### src/hdl/nsps_pkg.sv
`default_nettype none
package nsps_pkg;

  localparam int COORD_W = 24;
  localparam int DIFF_W  = COORD_W + 1;
  localparam int SQ_W    = 2 * DIFF_W;
  // three squares of at most 2^48 each fit in SQ_W bits
  localparam int DIST_W  = SQ_W;
  localparam int NIDX_W  = 10;

  // 100000 square metres in Q18.32
  localparam logic [DIST_W-1:0] DIST_LIMIT = DIST_W'(100000) << 32;

  typedef enum logic [1:0] {
    KIND_CLEAR  = 2'd0,
    KIND_APPEND = 2'd1,
    KIND_QUERY  = 2'd2,
    KIND_NONE   = 2'd3
  } kind_t;

  typedef enum logic [2:0] {
    STS_CLEARED  = 3'd0,
    STS_STORED   = 3'd1,
    STS_FULL     = 3'd2,
    STS_ANSWERED = 3'd3,
    STS_EMPTY    = 3'd4
  } status_t;

  typedef struct packed {
    logic signed [COORD_W-1:0] x;
    logic signed [COORD_W-1:0] y;
    logic signed [COORD_W-1:0] z;
  } point_t;

endpackage
`default_nettype wire

### src/hdl/nsps_dist.sv
`default_nettype none
// Squared distance pipeline: abs difference, squares, sum. Three stages.
module nsps_dist #(
  parameter int IDX_W = 10
) (
  input  wire                              clk,
  input  wire                              rst_n,
  input  wire                              in_valid,
  input  wire [IDX_W-1:0]                  in_idx,
  input  wire nsps_pkg::point_t            query,
  input  wire nsps_pkg::point_t            point,
  output logic                             out_valid,
  output logic [IDX_W-1:0]                 out_idx,
  output logic [nsps_pkg::DIST_W-1:0]      out_dist,
  output logic                             busy
);

  logic signed [nsps_pkg::DIFF_W-1:0] dx, dy, dz;
  logic [nsps_pkg::DIFF_W-1:0]        ax_r, ay_r, az_r;
  logic [nsps_pkg::SQ_W-1:0]          sx_r, sy_r, sz_r;
  logic                               ab_v_r, sq_v_r, sum_v_r;
  logic [IDX_W-1:0]                   ab_idx_r, sq_idx_r, sum_idx_r;
  logic [nsps_pkg::DIST_W-1:0]        sum_r;

  assign dx = nsps_pkg::DIFF_W'(query.x) - nsps_pkg::DIFF_W'(point.x);
  assign dy = nsps_pkg::DIFF_W'(query.y) - nsps_pkg::DIFF_W'(point.y);
  assign dz = nsps_pkg::DIFF_W'(query.z) - nsps_pkg::DIFF_W'(point.z);

  always_ff @(posedge clk) begin
    if (!rst_n) begin
      ab_v_r  <= 1'b0;
      sq_v_r  <= 1'b0;
      sum_v_r <= 1'b0;
    end else begin
      ab_v_r  <= in_valid;
      sq_v_r  <= ab_v_r;
      sum_v_r <= sq_v_r;
    end
  end

  // magnitude of -2^24 reads correctly as unsigned
  always_ff @(posedge clk) begin
    ax_r      <= dx[nsps_pkg::DIFF_W-1] ? -dx : dx;
    ay_r      <= dy[nsps_pkg::DIFF_W-1] ? -dy : dy;
    az_r      <= dz[nsps_pkg::DIFF_W-1] ? -dz : dz;
    ab_idx_r  <= in_idx;
    sx_r      <= nsps_pkg::SQ_W'(ax_r) * nsps_pkg::SQ_W'(ax_r);
    sy_r      <= nsps_pkg::SQ_W'(ay_r) * nsps_pkg::SQ_W'(ay_r);
    sz_r      <= nsps_pkg::SQ_W'(az_r) * nsps_pkg::SQ_W'(az_r);
    sq_idx_r  <= ab_idx_r;
    sum_r     <= sx_r + sy_r + sz_r;
    sum_idx_r <= sq_idx_r;
  end

  assign out_valid = sum_v_r;
  assign out_idx   = sum_idx_r;
  assign out_dist  = sum_r;
  assign busy      = ab_v_r | sq_v_r | sum_v_r;

endmodule
`default_nettype wire

### config.mk
export PLATFORM = sky130hd
export DESIGN_NAME = nsps_dist
export DESIGN_NICKNAME = d
export VERILOG_FILES = /design/src/hdl/nsps_pkg.sv /design/src/hdl/nsps_dist.sv
export SDC_FILE = /design/constraint.sdc
export NUM_CORES = 2
export LEC_CHECK = 0
export BUFFER_PORTS_ARGS = -buffer_cell sky130_fd_sc_hd__buf_2
export CAP_MARGIN = 40
export CORE_MARGIN = 3
export CORE_UTILIZATION = 35
export DETAILED_ROUTE_END_ITERATION = 16
export GPL_TIMING_DRIVEN = 0
export PLACE_DENSITY = 0.6
export SYNTH_ARGS = -nofsm -noshare
export SYNTH_HDL_FRONTEND = slang
export SYNTH_SLANG_ARGS = --single-unit
### constraint.sdc
create_clock -name clk -period 20.1 [get_ports clk]
set_clock_uncertainty 0.15 [all_clocks]
set_input_delay 4.02 -clock clk [delete_from_list [all_inputs] [get_ports clk]]
set_output_delay 4.02 -clock clk [all_outputs]
set_load 0.02 [all_outputs]
# Yosys cells after proc, flatten, opt, wreduce, memory -nomap -nowiden

Cells that the tools add are included.

Input port bits: 157
Output and inout port bits: 62
Register bits after elaboration: 308

$add $sub $neg: 8
Muxes and demuxes: 3
Bitwise logic cells: 2
Multiply operators: 3

Operators by type and width:

| kind                                           | count |
|---|---|
| 25-bit by 25-bit multiplier with 50-bit output | 3 |
| 50-bit adder                                   | 2 |
| 25-bit negator                                 | 3 |
| 24-bit by 24-bit subtractor with 25-bit output | 3 |
| 24-bit two-way mux                             | 3 |
| 1-bit OR                                       | 2 |

# Logic depth before layout (Yosys ltp)

Word-level depth: 3
Gate-level depth with buffers: 30
Depth with buffers taken out: 28

# Worst setup path before layout

OpenSTA, ideal clock, no wires.

Path kind: register -> register
Start: register az_r[3] (netlist name)
End: register sz_r[49] (netlist name)
Path buffers: 2
Data required time: 19.829 ns
Arrival: 7.528 ns
Period minus slack after synthesis: 7.799 ns
Stages on the path, launching flop included: 30
Setup slack: 12.301 ns
Path through: dfxtp_1 clkbuf_1 clkbuf_1 nand2_1 fa_1 inv_1 fa_1 inv_1 fa_1 inv_1 fa_1 inv_1 fa_1 inv_1 fa_1 inv_1 fa_1 inv_1 ha_1 a21oi_1 o221ai_1 a221o_1 a221o_1 a31oi_1 nor2_1 o41ai_2 o21ai_1 a211o_1 a31oi_1 xnor2_1

Word-level cells in the longest chain between the ends: 1

RTL lines:

| item                                           | line            | source |
|---|---|---|
| start, declared                                | nsps_dist.sv:19 | `logic [nsps_pkg::DIFF_W-1:0] ax_r, ay_r, az_r;` |
| start signal, assigned                         | nsps_dist.sv:45 | `az_r <= dz[nsps_pkg::DIFF_W-1] ? -dz : dz;` |
| 25-bit by 25-bit multiplier with 50-bit output | nsps_dist.sv:49 | `sz_r <= nsps_pkg::SQ_W'(az_r) * nsps_pkg::SQ_W'(az_r);` |
| end signal, assigned                           | nsps_dist.sv:49 |  |
| end, declared                                  | nsps_dist.sv:20 | `logic [nsps_pkg::SQ_W-1:0] sx_r, sy_r, sz_r;` |

No other way between the ends.
A chain may end at the register's enable or synchronous reset.

# Worst setup path after layout

Start: register ay_r[2] (netlist name)
End: register sy_r[47] (netlist name)

Word-level cells in the longest chain between the ends: 1

RTL lines:

| item                                           | line            | source |
|---|---|---|
| start, declared                                | nsps_dist.sv:19 |  |
| start signal, assigned                         | nsps_dist.sv:44 | `ay_r <= dy[nsps_pkg::DIFF_W-1] ? -dy : dy;` |
| 25-bit by 25-bit multiplier with 50-bit output | nsps_dist.sv:48 | `sy_r <= nsps_pkg::SQ_W'(ay_r) * nsps_pkg::SQ_W'(ay_r);` |
| end signal, assigned                           | nsps_dist.sv:48 |  |
| end, declared                                  | nsps_dist.sv:20 |  |

No other way between the ends.

==> run summary <==
nets@finish -> 10100
Critical Path RT -> 20.37 ns
Design Area, Final -> 74400 µm²
die area -> 201000 µm²
Slowest cell on crit path -> clkbuf_1
Via density -> 4.81
Yosys cell types -> 90
# rows -> 161
post-CTS sizing -> 0
hold-fix buffers at CTS -> 0
warnings from Yosys -> 0
endpoint class of the critical path -> flip-flop
startpoint types -> flip-flop
Initial Util -> 0.354
CP delay by family, top -> adder cells
unrepaired setup endpoints after global routing -> false
Adder-Cell Fraction of Synth Area -> 0.550
compound-cell area share of the yosys netlist -> 0.0764
CP Buf/Inv Count -> 10
TNS Setup -> 0 ns
synthesized area per cell -> 9.13 µm²
Seq cells post-synth -> 305
crit-path max cell delay -> 0.70 ns
outcome -> complete, no violations
Worst Hold Launch -> ab_idx_r[7]
initial antenna violation count -> 11
Main synth FF type -> dfxtp_1
Clock Sink Count -> 305
DP HPWL -> 164 mm
R2R setup slack -> 9.99 ns
Post-CTS Setup Bufs -> 0
H-tree levels -> 2
post-DR wirelength/cell -> 18.3 µm
period utilization -> 0.503
critical path class -> reg2reg
CP Data Arrival Time -> 10.38 ns
pin count of the biggest net entering global routing -> 14
Final min period -> 10.11 ns
Placement Cell Area -> 73000 µm²
cts bufs inserted -> 40
# Max-Cap Violations -> 0
crit path launch -> ay_r[2]
EDFF count, synth -> 0
CTS tree -> built
# port buffers -> 218
Critical Path Fanout Max -> 10
Worst R2R Start -> ay_r[2]
hold depth -> 0
Area Overhead vs Synth -> 8.68%
Slew Viols, Final -> 0
most frequent cells in the layout -> 2156 x inv_1, 1450 x fa_1, 689 x ha_1, 631 x nand2_1, 363 x and2_1
Initial DRC Count -> 3075
post-synthesis mux area share -> 0.00166
Fin. Hold Viols -> 0
commonest non-fill, non-tap cell in the layout -> inv_1
synthesized cell area -> 68500 µm²
f_max -> 99.0 MHz
first-pass GRT wire length -> 304 mm
worst rel slew slack -> 0.331
clock insertion delay at the later pin of the skew report -> 0.65 ns
post-synthesis sequential area ratio -> 0.0892
Worst Max-Slew Pin Slew -> 1.00 ns
min-delay worst type -> reg2reg
Root Buffer -> clkbuf_16
Die Y -> 448 µm
Mapped Cells -> 7504
Post-synth ARST share -> 0
remaining antenna violation count -> 0
post-synthesis simple-gate area fraction -> 0.110
DP Cell Count -> 10300
R2R depth -> 29
remaining routing DRC violations -> 0
endpoint of the worst hold path -> sq_idx_r[7]
final global-route overflow total -> 0
post-route insts no fill -> 10400
DR vias -> 50100
FF-to-FF End -> sy_r[47]
largest family of logic cells by synthesized area -> adder cells
xor/xnor share of the synthesized area -> 0.0436
vias in the first global route -> 54600
Final setup viols -> 0
Worst-path clk slew -> 0.06 ns
GRT Total Usage -> 0.195
Core Footprint -> 194000 µm²
final RePlAce weighted congestion -> 0.944
# IOs -> 219
final wirelength -> 191 mm
FILL cells -> 19500
layout cell share with drive strength beyond 1 -> 0.0468
TritonRoute pass-1 iters -> 5
Clock Path Buffers -> 3
Die Width -> 448 µm
-- flip-flops by register name (all words and copies together), names as in the netlist --
signal and flops:
out_idx 10, ab_idx_r 10, ab_v_r 1, sz_r 49, sq_v_r 1, ay_r 25, sx_r 49, out_valid 1
out_dist 50, sy_r 49, sq_idx_r 10, az_r 25, ax_r 25
-- cells by family (layout without fill, tap and decap cells) --
kind of cell	Yosys count	count (layout)
adders and majority gates	2139	2139
AOI/OAI and AO/OA	807	807
buffers and inverters	2366	2677
muxes	11	11
and+or+nand+nor	1534	1534
xor gates and xnor gates	341	341
other	1	4
DFF	305	305
-- metrics by stage --
step	hold WS [ns]	setup slack, ns	utilization
after floorplan	0.160	12.30	-
after global placement	0.161	10.16	0.376
after detailed placement	0.162	10.12	0.377
after CTS	0.175	9.98	0.384
after global routing	0.179	9.61	0.384
final	0.174	9.99	0.384
-- synthesized netlist by cell type, types with 5 or more instances --
master     count  area (µm²)
o21bai_1      32         240
o31ai_1       25         188
nand3b_1       5        37.5
o21a_1        32         240
a211o_1        8        70.1
nand4_1       28         175
nor4_1        14        87.6
a41o_1         5        50.1
a21o_1       147        1100
inv_1       2156        8090
dfxtp_1      305        6110
and3_1        36         225
o31a_1         6        52.6
a311oi_1       5        43.8
fa_1        1450       29000
mux2i_1        8        80.1
nand2b_1      33         206
nor3b_1        7        52.6
and2_1       363        2270
ha_1         689        8620
or2_2         23         144
a31oi_1       36         225
and4_1         6        52.6
nand2_1      631        2370
o211ai_1      11        82.6
buf_1          5        18.8
a211oi_1      23         173
nor2_1       205         769
o21ai_0      132         661
clkbuf_1     201         754
nor3_1        44         220
o22ai_1        6        37.5
nand3_1       59         295
o41ai_1        6        52.6
nor2b_1       44         275
xnor2_1      224        1960
a21boi_0       8        60.1
a221oi_1       5        43.8
xor2_1       117        1020
o21ai_1        6        30.0
a21oi_1      256        1280
a2111oi_0      6        52.6
or3_1          9        56.3
-- area by class of cell --
| cell class | count | area, µm² | area share |
|---|---|---|---|
| multi-input cells | 4835 | 53500 | 0.719 |
| inverters | 2156 | 8090 | 0.109 |
| flip-flops and latches | 305 | 6110 | 0.0820 |
| well taps | 2608 | 3260 | 0.0438 |
| repair buffers | 238 | 1290 | 0.0173 |
| clock buffers | 48 | 1050 | 0.0141 |
| plain buffers | 210 | 793 | 0.0107 |
| clock inverters | 25 | 333 | 0.00447 |
| diodes | 1 | 2.50 | 0.0000336 |
-- routing by layer --
layer,up-vias,share of wire,GRT usage
met5,-,0,0
met4,0,0.046,0.0765
met3,322,0.069,0.0298
met2,1601,0.47,0.325
met1,25300,0.41,0.255
li1,22900,-,-
-- worst max path at each step --
stage | end | slack (ns) | depth (start not counted)
final | sy_r[47] | 9.99 | 29
after detailed placement | sy_r[47] | 10.12 | 29
after global routing | sy_r[47] | 9.61 | 29
after global placement | sy_r[47] | 10.16 | 29
after CTS | sy_r[47] | 9.98 | 29
after floorplan | sz_r[49] | 12.30 | 29
Power is not shown: default switching activity piles up to over one toggle a cycle in this logic, so the estimate is an artifact.
